**src/rtl/core/l2sar_queue_sdu_stub_unused.sv**
```systemverilog
// Holds no logic; the completed-SDU count is kept in the back stage.
// Depends on nothing.
`default_nettype none
`default_nettype wire

```
**src/rtl/core/l2sar_pkg.sv**
```systemverilog
// Shared types and codes for the L2CAP SDU reassembly block.
// Used by every module of the block; depends on nothing else.
`default_nettype none

package l2sar_pkg;

    // Operation codes carried in the slave-side tuser.
    localparam logic [1:0] OP_RECV        = 2'd0;
    localparam logic [1:0] OP_READ        = 2'd1;
    localparam logic [1:0] OP_FLUSH_ASM   = 2'd2;
    localparam logic [1:0] OP_FLUSH_OLD   = 2'd3;

    // SAR codes of an I-frame.
    localparam logic [1:0] SAR_UNSEG      = 2'd0;
    localparam logic [1:0] SAR_START      = 2'd1;
    localparam logic [1:0] SAR_END        = 2'd2;
    localparam logic [1:0] SAR_CONT       = 2'd3;

    // Status codes of a result word.
    localparam logic [1:0] ST_OK          = 2'd0;
    localparam logic [1:0] ST_TOO_BIG     = 2'd1;
    localparam logic [1:0] ST_SEG_ERR     = 2'd2;

    // Configuration register indexes.
    localparam logic CFG_IDX_MTU          = 1'b0;
    localparam logic CFG_IDX_DROP         = 1'b1;

    localparam logic [15:0] MTU_RESET     = 16'd672;
    localparam int FULL_THRESHOLD_DEF     = 8;
    localparam logic [7:0] PENDING_MAX    = 8'd255;

    // Depth of the queue between front and back.
    localparam int QDEPTH                 = 2;
    localparam int QPTR_W                 = $clog2(QDEPTH);
    localparam int QCNT_W                 = $clog2(QDEPTH + 1);

    // A classified operation as handed from front to back.
    typedef struct packed {
        logic [1:0]  op;
        logic [1:0]  sar;
        logic [15:0] plen;
        logic [15:0] slen;
        logic        too_big;
        logic        is_start;
    } item_t;

    // Queue status seen by the top level.
    typedef struct packed {
        logic [QCNT_W-1:0] count;
        logic              full;
        logic              empty;
    } qstat_t;

endpackage

`default_nettype wire

```
**src/rtl/core/l2sar_front.sv**
```systemverilog
// Front stage: accepts operation words and classifies them.
// Depends on l2sar_pkg for the item type and codes.
`default_nettype none

module l2sar_front
    import l2sar_pkg::*;
(
    input  wire logic        clk,
    input  wire logic        rst_n,
    input  wire logic        in_valid,
    output logic             in_ready,
    input  wire logic [3:0]  in_user,
    input  wire logic [31:0] in_data,
    input  wire logic [15:0] mtu,
    output logic             out_valid,
    input  wire logic        out_ready,
    output item_t            out_item
);

    logic  valid_reg;
    item_t item_reg;
    item_t item_next;
    logic  [1:0] sar_in;

    assign sar_in   = in_user[3:2];
    assign in_ready = !valid_reg || out_ready;

    // The MTU check and the start decode need no assembly state.
    always_comb
    begin
        item_next.op       = in_user[1:0];
        item_next.sar      = sar_in;
        item_next.plen     = in_data[15:0];
        item_next.slen     = in_data[31:16];
        item_next.too_big  = (sar_in == SAR_START) && (in_data[31:16] > mtu);
        item_next.is_start = (sar_in == SAR_START) || (sar_in == SAR_UNSEG);
    end

    always_ff @(posedge clk or negedge rst_n)
    begin
        if (!rst_n)
        begin
            valid_reg <= 1'b0;
        end
        else if (in_ready)
        begin
            valid_reg <= in_valid;
        end
    end

    always_ff @(posedge clk)
    begin
        if (in_ready && in_valid)
        begin
            item_reg <= item_next;
        end
    end

    assign out_valid = valid_reg;
    assign out_item  = item_reg;

endmodule

`default_nettype wire

```
**src/rtl/core/l2sar_queue.sv**
```systemverilog
// Short queue of classified items between the front and back stages.
// Depends on l2sar_pkg for the item type and queue depth.
`default_nettype none

module l2sar_queue
    import l2sar_pkg::*;
(
    input  wire logic  clk,
    input  wire logic  rst_n,
    input  wire logic  push,
    input  item_t      push_item,
    input  wire logic  pop,
    output item_t      head_item,
    output qstat_t     stat
);

    item_t             mem [QDEPTH];
    logic [QPTR_W-1:0] wr_ptr_reg;
    logic [QPTR_W-1:0] rd_ptr_reg;
    logic [QCNT_W-1:0] count_reg;
    logic [QCNT_W-1:0] count_next;

    always_comb
    begin
        count_next = count_reg;
        if (push && !pop)
        begin
            count_next = count_reg + 1'b1;
        end
        else if (pop && !push)
        begin
            count_next = count_reg - 1'b1;
        end
    end

    always_ff @(posedge clk or negedge rst_n)
    begin
        if (!rst_n)
        begin
            wr_ptr_reg <= '0;
            rd_ptr_reg <= '0;
            count_reg  <= '0;
        end
        else
        begin
            count_reg <= count_next;
            if (push)
            begin
                wr_ptr_reg <= (wr_ptr_reg == QPTR_W'(QDEPTH - 1)) ? '0 : wr_ptr_reg + 1'b1;
            end
            if (pop)
            begin
                rd_ptr_reg <= (rd_ptr_reg == QPTR_W'(QDEPTH - 1)) ? '0 : rd_ptr_reg + 1'b1;
            end
        end
    end

    always_ff @(posedge clk)
    begin
        if (push)
        begin
            mem[wr_ptr_reg] <= push_item;
        end
    end

    assign head_item  = mem[rd_ptr_reg];
    assign stat.count = count_reg;
    assign stat.full  = (count_reg == QCNT_W'(QDEPTH));
    assign stat.empty = (count_reg == '0);

endmodule

`default_nettype wire

```
**src/rtl/core/l2sar_back.sv**
```systemverilog
// Back stage: applies classified items to the assembly state and the
// SDU queue count, and holds the result word. Depends on l2sar_pkg.
`default_nettype none

module l2sar_back
    import l2sar_pkg::*;
#(
    parameter int FULL_THRESHOLD = FULL_THRESHOLD_DEF
)
(
    input  wire logic        clk,
    input  wire logic        rst_n,
    input  wire logic        can_drop,
    input  wire logic        in_valid,
    output logic             in_ready,
    input  item_t            in_item,
    output logic             out_valid,
    input  wire logic        out_ready,
    output logic [31:0]      out_data
);

    localparam logic [7:0] THRESH = 8'(FULL_THRESHOLD);

    logic        valid_reg;
    logic [31:0] data_reg;
    logic [31:0] data_next;
    logic [16:0] acc_reg;
    logic [16:0] acc_next;
    logic [15:0] exp_reg;
    logic [15:0] exp_next;
    logic [7:0]  pend_reg;
    logic [7:0]  pend_next;
    logic        full_reg;
    logic        full_next;
    logic        take;

    assign in_ready = !valid_reg || out_ready;
    assign take     = in_valid && in_ready;

    always_comb
    begin
        logic [1:0]  status;
        logic        complete;
        logic [15:0] clen;
        logic        dropped;
        logic        rvalid;
        logic        handled;
        logic [16:0] sum;
        logic [1:0]  drop_status;

        status      = ST_OK;
        complete    = 1'b0;
        clen        = '0;
        dropped     = 1'b0;
        rvalid      = 1'b0;
        handled     = 1'b0;
        acc_next    = acc_reg;
        exp_next    = exp_reg;
        pend_next   = pend_reg;
        full_next   = full_reg;
        sum         = acc_reg + {1'b0, in_item.plen};
        drop_status = can_drop ? ST_OK : ST_SEG_ERR;

        unique case (in_item.op)
            OP_RECV:
            begin
                if (in_item.too_big)
                begin
                    status  = ST_TOO_BIG;
                    handled = 1'b1;
                end
                else if (in_item.is_start)
                begin
                    if (acc_reg != '0)
                    begin
                        dropped = 1'b1;
                        handled = 1'b1;
                    end
                    else
                    begin
                        exp_next = (in_item.sar == SAR_START) ? in_item.slen : in_item.plen;
                        acc_next = {1'b0, in_item.plen};
                    end
                end
                else if (acc_reg == '0)
                begin
                    dropped = 1'b1;
                    handled = 1'b1;
                end
                else
                begin
                    acc_next = sum;
                    if (in_item.sar == SAR_END && sum != {1'b0, exp_reg})
                    begin
                        dropped = 1'b1;
                        handled = 1'b1;
                    end
                end

                // A frame that lands exactly on the announced length
                // completes the SDU; one that passes it is an overrun.
                if (!handled)
                begin
                    if (acc_next == {1'b0, exp_next})
                    begin
                        complete = 1'b1;
                        clen     = exp_next;
                        acc_next = '0;
                        if (pend_reg != PENDING_MAX)
                        begin
                            pend_next = pend_reg + 1'b1;
                        end
                        if (pend_next >= THRESH)
                        begin
                            full_next = 1'b1;
                        end
                    end
                    else if (acc_next > {1'b0, exp_next})
                    begin
                        dropped = 1'b1;
                    end
                end

                if (dropped)
                begin
                    status   = drop_status;
                    acc_next = '0;
                    exp_next = '0;
                end
            end
            OP_READ:
            begin
                if (pend_reg != '0)
                begin
                    pend_next = pend_reg - 1'b1;
                    rvalid    = 1'b1;
                    if (pend_next < THRESH)
                    begin
                        full_next = 1'b0;
                    end
                end
            end
            OP_FLUSH_ASM:
            begin
                dropped  = (acc_reg != '0);
                acc_next = '0;
                exp_next = '0;
            end
            OP_FLUSH_OLD:
            begin
                if (pend_reg != '0)
                begin
                    pend_next = pend_reg - 1'b1;
                end
            end
            default:
            begin
                status = ST_OK;
            end
        endcase

        data_next = {2'b00, pend_next, full_next, rvalid, dropped, clen, complete, status};
    end

    always_ff @(posedge clk or negedge rst_n)
    begin
        if (!rst_n)
        begin
            valid_reg <= 1'b0;
            acc_reg   <= '0;
            exp_reg   <= '0;
            pend_reg  <= '0;
            full_reg  <= 1'b0;
        end
        else
        begin
            if (in_ready)
            begin
                valid_reg <= in_valid;
            end
            if (take)
            begin
                acc_reg  <= acc_next;
                exp_reg  <= exp_next;
                pend_reg <= pend_next;
                full_reg <= full_next;
            end
        end
    end

    always_ff @(posedge clk)
    begin
        if (take)
        begin
            data_reg <= data_next;
        end
    end

    assign out_valid = valid_reg;
    assign out_data  = data_reg;

endmodule

`default_nettype wire

```
**src/rtl/core/l2cap_sdu_reassembly.sv**
```systemverilog
// L2CAP SDU reassembly top level: front classifier, two-word queue, back executor.
// Throughput: one operation word per cycle unless m_tready holds off; words pass the front,
// queue and back registers; the back's state update (one 17-bit add, compare) sets the rate.
// Reset (rst_n, asynchronous, active low) closes any open SDU, clears the SDU count and the
// queue-full flag, empties the pipeline, and sets max_incoming_mtu to 672, can_drop_sdus to 0.
`default_nettype none

module l2cap_sdu_reassembly
    import l2sar_pkg::*;
#(
    parameter int FULL_THRESHOLD = FULL_THRESHOLD_DEF
)
(
    input  wire logic        clk,
    input  wire logic        rst_n,
    // Operation words.
    input  wire logic        s_tvalid,
    output logic             s_tready,
    input  wire logic [31:0] s_tdata,   // [15:0] payload_length, [31:16] sdu_length_field
    input  wire logic [3:0]  s_tuser,   // [1:0] operation, [3:2] sar
    // Result words.
    output logic             m_tvalid,
    input  wire logic        m_tready,
    output logic [31:0]      m_tdata,   // [1:0] status, [2] sdu_complete,
                                        // [18:3] completed_length, [19] sdu_dropped,
                                        // [20] read_valid, [21] queue_full,
                                        // [29:22] queue_count, [31:30] zero
    // Configuration writes.
    input  wire logic        cfg_valid,
    output logic             cfg_ready,
    input  wire logic        cfg_index,
    input  wire logic [15:0] cfg_data
);

    logic   [15:0] mtu_reg;
    logic          can_drop_reg;

    logic          front_valid;
    logic          front_ready;
    item_t         front_item;
    logic          push;
    logic          pop;
    item_t         head_item;
    qstat_t        qstat;
    logic          back_ready;

    // Configuration is always taken; the user must write it only while the block is idle, unchecked.
    assign cfg_ready = 1'b1;

    always_ff @(posedge clk or negedge rst_n)
    begin
        if (!rst_n)
        begin
            mtu_reg      <= MTU_RESET;
            can_drop_reg <= 1'b0;
        end
        else if (cfg_valid)
        begin
            unique case (cfg_index)
                CFG_IDX_MTU:  mtu_reg      <= cfg_data;
                CFG_IDX_DROP: can_drop_reg <= cfg_data[0];
                default:      mtu_reg      <= mtu_reg;
            endcase
        end
    end

    // The front decodes SAR and checks the announced length against the MTU,
    // neither of which needs the assembly state.
    l2sar_front u_front (
        .clk       (clk),
        .rst_n     (rst_n),
        .in_valid  (s_tvalid),
        .in_ready  (s_tready),
        .in_user   (s_tuser),
        .in_data   (s_tdata),
        .mtu       (mtu_reg),
        .out_valid (front_valid),
        .out_ready (front_ready),
        .out_item  (front_item)
    );

    assign front_ready = !qstat.full;
    assign push        = front_valid && front_ready;
    assign pop         = !qstat.empty && back_ready;

    l2sar_queue u_queue (
        .clk       (clk),
        .rst_n     (rst_n),
        .push      (push),
        .push_item (front_item),
        .pop       (pop),
        .head_item (head_item),
        .stat      (qstat)
    );

    // The back owns the assembly byte count, expected length, SDU count and
    // flow-control flag, and holds the result word until it is taken.
    l2sar_back #(
        .FULL_THRESHOLD (FULL_THRESHOLD)
    ) u_back (
        .clk       (clk),
        .rst_n     (rst_n),
        .can_drop  (can_drop_reg),
        .in_valid  (!qstat.empty),
        .in_ready  (back_ready),
        .in_item   (head_item),
        .out_valid (m_tvalid),
        .out_ready (m_tready),
        .out_data  (m_tdata)
    );

    // A completed SDU is never also reported as dropped.
    a_complete_not_dropped: assert property (@(posedge clk) disable iff (!rst_n)
        m_tvalid |-> !(m_tdata[2] && m_tdata[19]))
        else $error("SDU reported both complete and dropped");

    // Completion always carries an ok status.
    a_complete_ok: assert property (@(posedge clk) disable iff (!rst_n)
        (m_tvalid && m_tdata[2]) |-> (m_tdata[1:0] == ST_OK))
        else $error("completed SDU with a non-ok status");

    // The front never pushes into a full queue, and the queue never exceeds its depth.
    a_queue_bound: assert property (@(posedge clk) disable iff (!rst_n)
        (qstat.count <= QCNT_W'(QDEPTH)) && !(push && qstat.full))
        else $error("front/back queue overflow");

    // A word only leaves the queue if it was pushed earlier or the queue already held a word.
    a_pop_after_fill: assert property (@(posedge clk) disable iff (!rst_n)
        pop |-> $past(push) || $past(qstat.count != '0))
        else $error("queue popped while it held nothing");

endmodule

`default_nettype wire

```
**config.mk**
```make
export PLATFORM = sky130hd
export DESIGN_NAME = l2cap_sdu_reassembly
export DESIGN_NICKNAME = d
export VERILOG_FILES = /design/src/rtl/core/l2sar_queue_sdu_stub_unused.sv /design/src/rtl/core/l2sar_pkg.sv /design/src/rtl/core/l2sar_front.sv /design/src/rtl/core/l2sar_queue.sv /design/src/rtl/core/l2sar_back.sv /design/src/rtl/core/l2cap_sdu_reassembly.sv
export SDC_FILE = /design/constraint.sdc
export NUM_CORES = 1
export LEC_CHECK = 0
export BUFFER_PORTS_ARGS = -buffer_cell sky130_fd_sc_hd__buf_2
export CORE_ASPECT_RATIO = 0.6
export CORE_MARGIN = 1.5
export CORE_UTILIZATION = 60
export CTS_BUF_LIST = sky130_fd_sc_hd__clkbuf_16
export CTS_CLUSTER_SIZE = 12
export DETAILED_ROUTE_END_ITERATION = 10
export PLACE_DENSITY = 0.8
export SYNTH_ARGS = -nofsm -noshare
export SYNTH_HDL_FRONTEND = slang
export SYNTH_SLANG_ARGS = --single-unit
```
**constraint.sdc**
```tcl
create_clock -name clk -period 9.5 [get_ports clk]
set_input_delay 0 -clock clk [delete_from_list [all_inputs] [get_ports clk]]
set_output_delay 0 -clock clk [all_outputs]
set_load 0.01 [all_outputs]
```
==> results.json <==
{
  "outcome": "completed",
  "worstHoldPathType": "input port to register",
  "worst-path-max-fanout": 32,
  "ys.flop_type": "edfxtp_1",
  "crit_required_ps": 9800,
  "netlist_area_um2": 11000,
  "ios": 93,
  "path_clk_slew_ps": 60,
  "end_kind": "register",
  "die_x_um": 178,
  "start_util_pct": 61.0,
  "regMostFlops": "u_queue.mem",
  "grt_max_degree": 66,
  "h-tree-depth": 1,
  "finalHoldViolations": 0,
  "overflow": 0,
  "maxSlewViolCount": 0,
  "tns_ps": 0,
  "ys_seq_elements": 209,
  "drive_gt1_share_pct": 14.5,
  "place_hpwl_um": 19600,
  "maxCapViolations": 0,
  "wire_per_inst_um": 21.6,
  "fin_crit_ps": 6170,
  "arrival_ps": 6480,
  "yosysSeqAreaShare_pct": 54.2,
  "antenna_found_initial": 0,
  "drc": 0,
  "core_um2": 18000,
  "first_global_vias": 8542,
  "ant_nets": 0,
  "clkSinkCount": 209,
  "cts_buffers": 22,
  "async_reset_ff_share_pct": 31.1,
  "synth_enable_flop_cells": 144,
  "grt_pass1_wl_um": 47600,
  "firstDrtPassIters": 6,
  "clk_latency_ps": 530,
  "gp_congestion": 0.999,
  "area_growth_pct": 18.8,
  "vias_per_cell": 6.33,
  "ys_types": 76,
  "cts_resized": 0,
  "fill_cells": 1240,
  "avgSynthCellArea_um2": 11.0,
  "largest_reg_flops": 76,
  "drt_iter0_drc": 1247,
  "io_buffers": 89,
  "cts_tree": "done",
  "slew_headroom_pct": 17.0,
  "dr_total_vias": 8894,
  "cts_buffer_depth": 3,
  "gr-usage-all-layers_pct": 32.8,
  "root_buffer": "clkbuf_16",
  "drt_wl_total_um": 30400,
  "fmax_mhz": 162,
  "fin_crit_sh_pct": 65.0,
  "start_kind": "register",
  "critical_path_class": "register to register",
  "setup_viol": 0,
  "rsz0062_at_grt": "no",
  "std_cell_rows": 38,
  "die_h_um": 108,
  "fin_skew_ps": 33.0,
  "ys_warn_count": 0,
  "die-area_um2": 19200,
  "tightest_slew_ps": 1240,
  "syn-instance-count": 995,
  "worst_hold_slack_ps": 65.8,
  "nNetsFinal": 1258
}
cell type report:
class                           instances  area, um2  area share [%]
Antenna cell                            1       2.50          0.0192
Timing Repair Buffer                  175       1270            9.76
Inverter                               39        146            1.12
Sequential cell                       209       5960            45.6
Clock buffer                           22        551            4.22
Tap cell                              240        300            2.30
Multi-Input combinational cell        700       4720            36.2
Clock inverter                         18        101           0.776
path summary, 6_finish.rpt:
kind / from / endpoint / slack [ps] / cells past startpoint
max: u_queue.rd_ptr_reg$_DFFE_PN0P_ / u_back.out_data[27]$_DFFE_PP_ / 3330 / 14
min: cfg_index / mtu_reg[9]$_DFFE_PN1P_ / 70 / 4
min in group asynchronous: rst_n / u_back.exp_reg[10]$_DFFE_PN0P_ / 200 / 3
min reg2reg: u_front.out_item[7]$_DFFE_PP_ / u_queue.mem[1][7]$_DFFE_PP_ / 450 / 0
max in group asynchronous: rst_n / u_queue.rd_ptr_reg$_DFFE_PN0P_ / 8570 / 3
max reg2reg: u_queue.rd_ptr_reg$_DFFE_PN0P_ / u_back.out_data[27]$_DFFE_PP_ / 3330 / 14
logic make-up after synthesis:
kind of cell             Yosys count  share of synthesized area [%]
flip-flops                       209                           54.2
AO/OA/AOI/OAI                    283                           16.9
buffers and inverters             87                           3.15
AND/OR/NAND/NOR                  283                           12.3
adder cells (fa/ha/maj)           53                           6.10
other                              2                         0.0684
XOR/XNOR                          33                           2.95
multiplexers                      45                           4.35
synthesized netlist by cell type, types with 8 or more instances:
library cell    n  area (um2)
edfxtp_1      144        4320
nand2b_1       13        81.3
nor3_1         12        60.1
o211ai_1       11        82.6
nor2_1         85         319
a22o_1         20         175
clkbuf_1       37         139
xnor2_1        17         149
a31oi_1         8        50.1
nor4_1         10        62.6
ha_1           52         651
inv_1          39         146
nor2b_1         8        50.1
o21ai_0        70         350
a21oi_1        65         325
dfrtp_1        62        1550
nand4_1         9        56.3
nand2_1        92         345
a21o_1         12        90.1
nand3_1        17        85.1
mux2i_1        23         230
xor2_1         13         114
a211oi_1       20         150
mux2_2         22         248
worst max-delay path: stages, from the launching register on:
cell	delay, ps
dfrtp_2	850
mux2i_1	400
nor4_2	350
buf_4	280
nand2_1	740
a211oi_1	500
a21oi_1	190
ha_1	400
and4_1	220
nand3_1	100
or3_1	400
nor2_1	460
o21ai_2	370
or3_1	430
o311ai_1	260
layer usage:
layer	track usage [%]	routed length [um]	vias to the layer above	part of all wire (%)
met2	48.2	13000	579	43
li1	-	-	4034	-
met4	8.34	677	0	2.2
met5	0	0	-	0
met1	48.3	13100	4226	43
met3	8.76	3530	55	12
timing repair:
item                      4_1_cts  5_1_grt
buffers inserted                0        0
hold buffers                   73        0
hold endpoints to repair      119        0
through the flow:
stage / instances / utilization, % / setup WS [ps] / cell area (um2)
6_report: 1404 / 72.4 / 3330 / 13100
5_1_grt: 1403 / 72.4 / 2850 / 13100
4_1_cts: 1403 / 72.4 / 3500 / 13100
3_5_place_dp: 1290 / 64.8 / 3530 / 11700
3_3_place_gp: 1290 / 64.8 / 3570 / 11700
2_1_floorplan: 996 / - / 3920 / 11000
cell usage in the layout, fill, tap and decap left out, types with 6 or more instances in the layout:
master / instances
nor3_1: 12
ha_1: 52
and3_1: 7
nand3_1: 17
a21o_1: 12
nand2_1: 92
clkbuf_16: 22
o2111ai_1: 6
a22o_1: 20
xor2_1: 13
edfxtp_1: 144
inv_1: 52
o21a_1: 7
nor4_1: 9
mux2i_1: 23
dlygate4sd3_1: 73
a31oi_1: 8
o21ai_0: 70
a211oi_1: 20
nand2b_1: 13
dfrtp_1: 61
o22ai_1: 7
a21oi_1: 65
nor2b_1: 8
a22oi_1: 7
buf_2: 89
xnor2_1: 17
o211ai_1: 11
buf_4: 13
nor2_1: 84
mux2_2: 22
nand4_1: 9
Power is not shown: default switching activity piles up to over one toggle a cycle in this logic, so the estimate is an artifact.
